`config.mk`:
```
export PLATFORM = sky130hd
export DESIGN_NAME = clp_front
export DESIGN_NICKNAME = d
export VERILOG_FILES = /design/src/design/clp_pkg.sv /design/src/design/clp_front.sv
export SDC_FILE = /design/constraint.sdc
export NUM_CORES = 1
export LEC_CHECK = 0
export ABC_AREA = 1
export CORE_MARGIN = 2
export CORE_UTILIZATION = 59
export CTS_BUF_LIST = sky130_fd_sc_hd__clkbuf_4 sky130_fd_sc_hd__clkbuf_8
export CTS_CLUSTER_DIAMETER = 60
export DETAILED_ROUTE_END_ITERATION = 16
export DONT_BUFFER_PORTS = 1
export GPL_TIMING_DRIVEN = 0
export PLACE_DENSITY_LB_ADDON = 0.15
export SLEW_MARGIN = 20
export SYNTH_ARGS = -nofsm -noshare
export SYNTH_HDL_FRONTEND = slang
export SYNTH_SLANG_ARGS = --single-unit
```
`constraint.sdc`:
```
create_clock -name clk -period 3.45 [get_ports clk]
set_input_delay 0.345 -clock clk [delete_from_list [all_inputs] [get_ports clk]]
set_output_delay 0.345 -clock clk [all_outputs]
set_load 0.02 [all_outputs]
```
`src/design/clp_pkg.sv`:
```
// Shared types and constants for the convex layer peeling unit.
package clp_pkg;

  localparam int MAX_POINTS  = 64;
  localparam int PTR_W       = $clog2(MAX_POINTS);
  localparam int CNT_W       = PTR_W + 1;
  localparam int COORD_BITS  = 24;
  localparam int ID_W        = 16;
  localparam int LAYER_W     = 5;
  localparam int DIFF_W      = COORD_BITS + 1;
  localparam int PROD_W      = 2 * DIFF_W;
  localparam int STORE_W     = ID_W + 2 * COORD_BITS;
  localparam int QUEUE_DEPTH = 2;
  localparam int QCNT_W      = $clog2(QUEUE_DEPTH + 1);

  typedef struct packed {
    logic [ID_W-1:0]              point_id;
    logic signed [COORD_BITS-1:0] x_coord;
    logic signed [COORD_BITS-1:0] y_coord;
    logic                         last_point;
  } in_beat_t;

  typedef struct packed {
    logic [ID_W-1:0]              out_id;
    logic signed [COORD_BITS-1:0] out_x;
    logic signed [COORD_BITS-1:0] out_y;
    logic [LAYER_W-1:0]           layer_number;
    logic                         end_of_layer;
    logic                         end_of_run;
  } out_beat_t;

  typedef struct packed {
    logic [ID_W-1:0]              id;
    logic signed [COORD_BITS-1:0] x;
    logic signed [COORD_BITS-1:0] y;
  } store_t;

  typedef struct packed {
    logic     valid;
    in_beat_t beat;
  } q_link_t;

  typedef struct packed {
    logic busy;
    logic peeling;
  } bk_status_t;

endpackage

```
`src/design/clp_front.sv`:
```
// Input side: accepts point beats and queues them for the peeling engine.
module clp_front (
  input  logic              clk,
  input  logic              rst_n,
  input  logic              in_valid,
  output logic              in_stall,
  input  clp_pkg::in_beat_t in_data,
  output clp_pkg::q_link_t  q_link,
  input  logic              q_pop
);

  clp_pkg::in_beat_t             slot_r [clp_pkg::QUEUE_DEPTH];
  logic                          wp_r, wp_nxt, rp_r, rp_nxt;
  logic [clp_pkg::QCNT_W-1:0]    cnt_r, cnt_nxt;
  logic                          push;

  assign in_stall = (cnt_r == clp_pkg::QCNT_W'(clp_pkg::QUEUE_DEPTH));
  assign push     = in_valid && !in_stall;

  assign q_link.valid = (cnt_r != '0);
  assign q_link.beat  = slot_r[rp_r];

  always_comb begin
    wp_nxt  = push ? ~wp_r : wp_r;
    rp_nxt  = q_pop ? ~rp_r : rp_r;
    cnt_nxt = cnt_r;
    if (push && !q_pop) begin
      cnt_nxt = cnt_r + clp_pkg::QCNT_W'(1);
    end else if (!push && q_pop) begin
      cnt_nxt = cnt_r - clp_pkg::QCNT_W'(1);
    end
  end

  always_ff @(posedge clk) begin
    if (!rst_n) begin
      wp_r  <= 1'b0;
      rp_r  <= 1'b0;
      cnt_r <= '0;
    end else begin
      wp_r  <= wp_nxt;
      rp_r  <= rp_nxt;
      cnt_r <= cnt_nxt;
    end
  end

  always_ff @(posedge clk) begin
    if (push) begin
      slot_r[wp_r] <= in_data;
    end
  end

endmodule

```
==> impl_metrics.py <==
metrics = {
    "global_routing": {
        "overflow": 0,
        "track_usage_pct": 17.6,
        "grt_pass1_wl_um": 12400,
        "grt_pass1_vias": 2429,
        "grt_max_degree": 27,
        "antenna_found_initial": 0,
    },
    "timing": {
        "fin_hold_ws_ps": 29.8,
        "max_slew_margin_pct": 47.6,
        "fin_worst_skew_ps": 9.54,
        "layout_setup_ws_ps": 1610,
        "min_period_over_period_pct": 53.4,
        "max_freq_mhz": 543,
        "max_slew.worst_pin.slew_ps": 783,
        "setup_violations": 0,
        "finalHoldViolations": 0,
        "report.final.slew_viol_count": 0,
        "final.setup.tns_ps": 0,
        "period_minus_slack_ps": 1840,
        "rsz0062_at_grt": "false",
    },
    "yosys": {
        "async_reset_ff_share_pct": 0,
        "ys_ff_latch": 135,
        "syn_inst": 238,
        "synthesis.nets": 308,
        "yosysSeqAreaShare_pct": 78.0,
        "yosysTopAreaCell": "edfxtp_1",
        "synthFlopType": "edfxtp_1",
        "netlist_area_sq_mm": 0.00513,
        "yosys_warnings": 0,
        "synth_most_common_cell": "edfxtp_1",
        "synth_edf_count": 130,
        "ys_types": 15,
        "ys_top_cells_by_count": "130 x edfxtp_1, 50 x mux2_4, 15 x mux2_2",
        "synth_area_leaders": "edfxtp_1 76%, mux2_4 15%, mux2_2 3.3%",
        "syn_area_per_cell_sq_um": 21.6,
        "yosys.area.top_type_share_pct": 76.1,
    },
    "routing": {
        "ant_nets": 0,
        "viasPerCell": 5.29,
        "drt_iter0_drc": 84,
        "post_drt_wl_per_cell_um": 18.9,
        "routed_wl_um": 8530,
        "route.vias.total": 2391,
        "drcViolationCount": 0,
        "first_pass_iters": 4,
    },
    "worst_setup_path": {
        "worst-setup-path-type": "flop to flop",
        "end_kind": "flop",
        "crit_required_ps": 3570,
        "crit_fanout": 26,
        "cp-start-kind": "flop",
        "crit_arrival_ps": 1960,
    },
    "clock_network": {
        "clock-sinks": 135,
        "cts-root-buf": "clkbuf_8",
        "clk_latency_ps": 410,
        "cts_setup_buffers": 0,
        "numCtsBuffers": 17,
        "path_clk_slew_ps": 80,
        "cts_buffer_depth": 2,
        "cts_tree": "yes",
        "htreeDepth": 4,
    },
    "pwr": {
        "p_comb_share_pct": 13.4,
        "p_seq_share_pct": 49.8,
        "intPower_mw": 3.05,
        "power.leakage_nw": 2.38,
        "p_per_area_mw_per_mm2": 610,
        "clock_power_share_pct": 36.8,
        "p_sw_uw": 933,
        "ir_drop_v": 0.000401,
        "swShare_pct": 23.4,
    },
    "floorplanning": {
        "pin_count": 136,
        "start_util_pct": 59.7,
        "die_x_um": 97.2,
        "coreArea_sq_mm": 0.00859,
        "dieHeight_um": 97.2,
        "dieArea_sq_mm": 0.00946,
        "std_cell_rows": 34,
    },
    "min_path": {
        "hold_class": "input pin to flop",
    },
    "final_layout": {
        "fin_cells": 452,
        "n_antenna_cell": 0,
        "nets": 401,
        "drive_above_1_share_pct": 32.0,
        "design_area_sq_mm": 0.00654,
        "syn2layout_area_growth_pct": 27.5,
    },
    "placed_design": {
        "io_buffers": 0,
        "pre_cts_ws_ps": 1600,
        "globalplace.congestion": 0.675,
        "dp_hpwl_um": 5180,
        "dp_cells": 350,
        "dpl-instance-area_sq_mm": 0.00538,
    },
    "job": {
        "max_cap_violations": 0,
    },
    "run_status": {
        "outcome": "completed",
    },
}
## routing by layer
metal	global-route usage, %	part of all wire [%]	vias up
li1	-	-	1112
met1	18.4	38	1182
met2	30.9	54	84
met3	7.41	6.8	13
met4	8.01	1.3	0
met5	0	0	-
## worst max-delay path, stage by stage (launching register included)
cell	delay, ps
dfxtp_1	320
inv_1	100
o21ai_1	180
nor2_4	660
buf_12	280
## placed cells by master, fill, tap and decap left out, types with 2 or more instances in the layout
master	instances
clkinvlp_4	3
dlygate4sd3_1	70
nor2_4	2
mux2_4	50
inv_1	8
buf_12	2
buf_6	6
inv_6	3
buf_16	2
o21ai_0	2
clkinv_4	2
mux2_2	15
edfxtp_1	130
clkbuf_8	17
bufinv_16	5
nand2_1	7
nor2_1	7
dfxtp_1	5
## per-stage QoR
stage               total power [mW]  util [%]
global placement                2.46      61.3
finish                          3.99      76.1
floorplan                       2.40         -
CTS                             4.00      73.6
detailed placement              2.49      62.6
global route                    4.13      76.1
## final timing paths
| kind | start | end | slack, ps | cells after the start |
|---|---|---|---|---|
| hold / removal | in_data[4] | slot_r[0][4] | 30 | 0 |
| hold reg to reg | rp_r | rp_r | 520 | 2 |
| setup reg to reg | cnt_r[1] | slot_r[1][15] | 1610 | 4 |
| setup / recovery | cnt_r[1] | slot_r[1][15] | 1610 | 4 |
## flip-flops by register name, summed over array words and instances (netlist names), named ones only
register and flops:
wp_r 1, slot_r 130, cnt_r 2, rp_r 1
## cells by family after synthesis
kind of cell | share of synthesized area (%)
fa+ha+maj | 0.244
flops | 78.0
compound gates | 0.390
mux | 17.9
buf+inv | 2.00
simple gates | 1.39
## timing repair
| item | 4_1_cts | 5_1_grt |
|---|---|---|
| endpoints found under the hold margin | 89 | 36 |
| hold buffers | 49 | 21 |
| gates resized for setup | 0 | 0 |
## power by group through the flow
| stage | sequential (mW) | combinational (mW) | clock [mW] |
|---|---|---|---|
| after floorplan | 2.02 | 0.376 | 0 |
| after global placement | 2.03 | 0.430 | 0 |
| after detailed placement | 2.02 | 0.467 | 0 |
| after CTS | 1.98 | 0.519 | 1.50 |
| after global routing | 2.00 | 0.564 | 1.57 |
| final | 1.98 | 0.536 | 1.47 |
## cell type report
class | count | area, sq um
repair buffers | 74 | 796
plain buffers | 7 | 72.6
clock inverters | 14 | 221
clock buffers | 18 | 241
flip-flops and latches | 135 | 4000
inverters | 8 | 30.0
fillers | 502 | 2050
multi-input cells | 88 | 1040
well taps | 108 | 135
No activity file was read; power rests on OpenSTA's default activity.
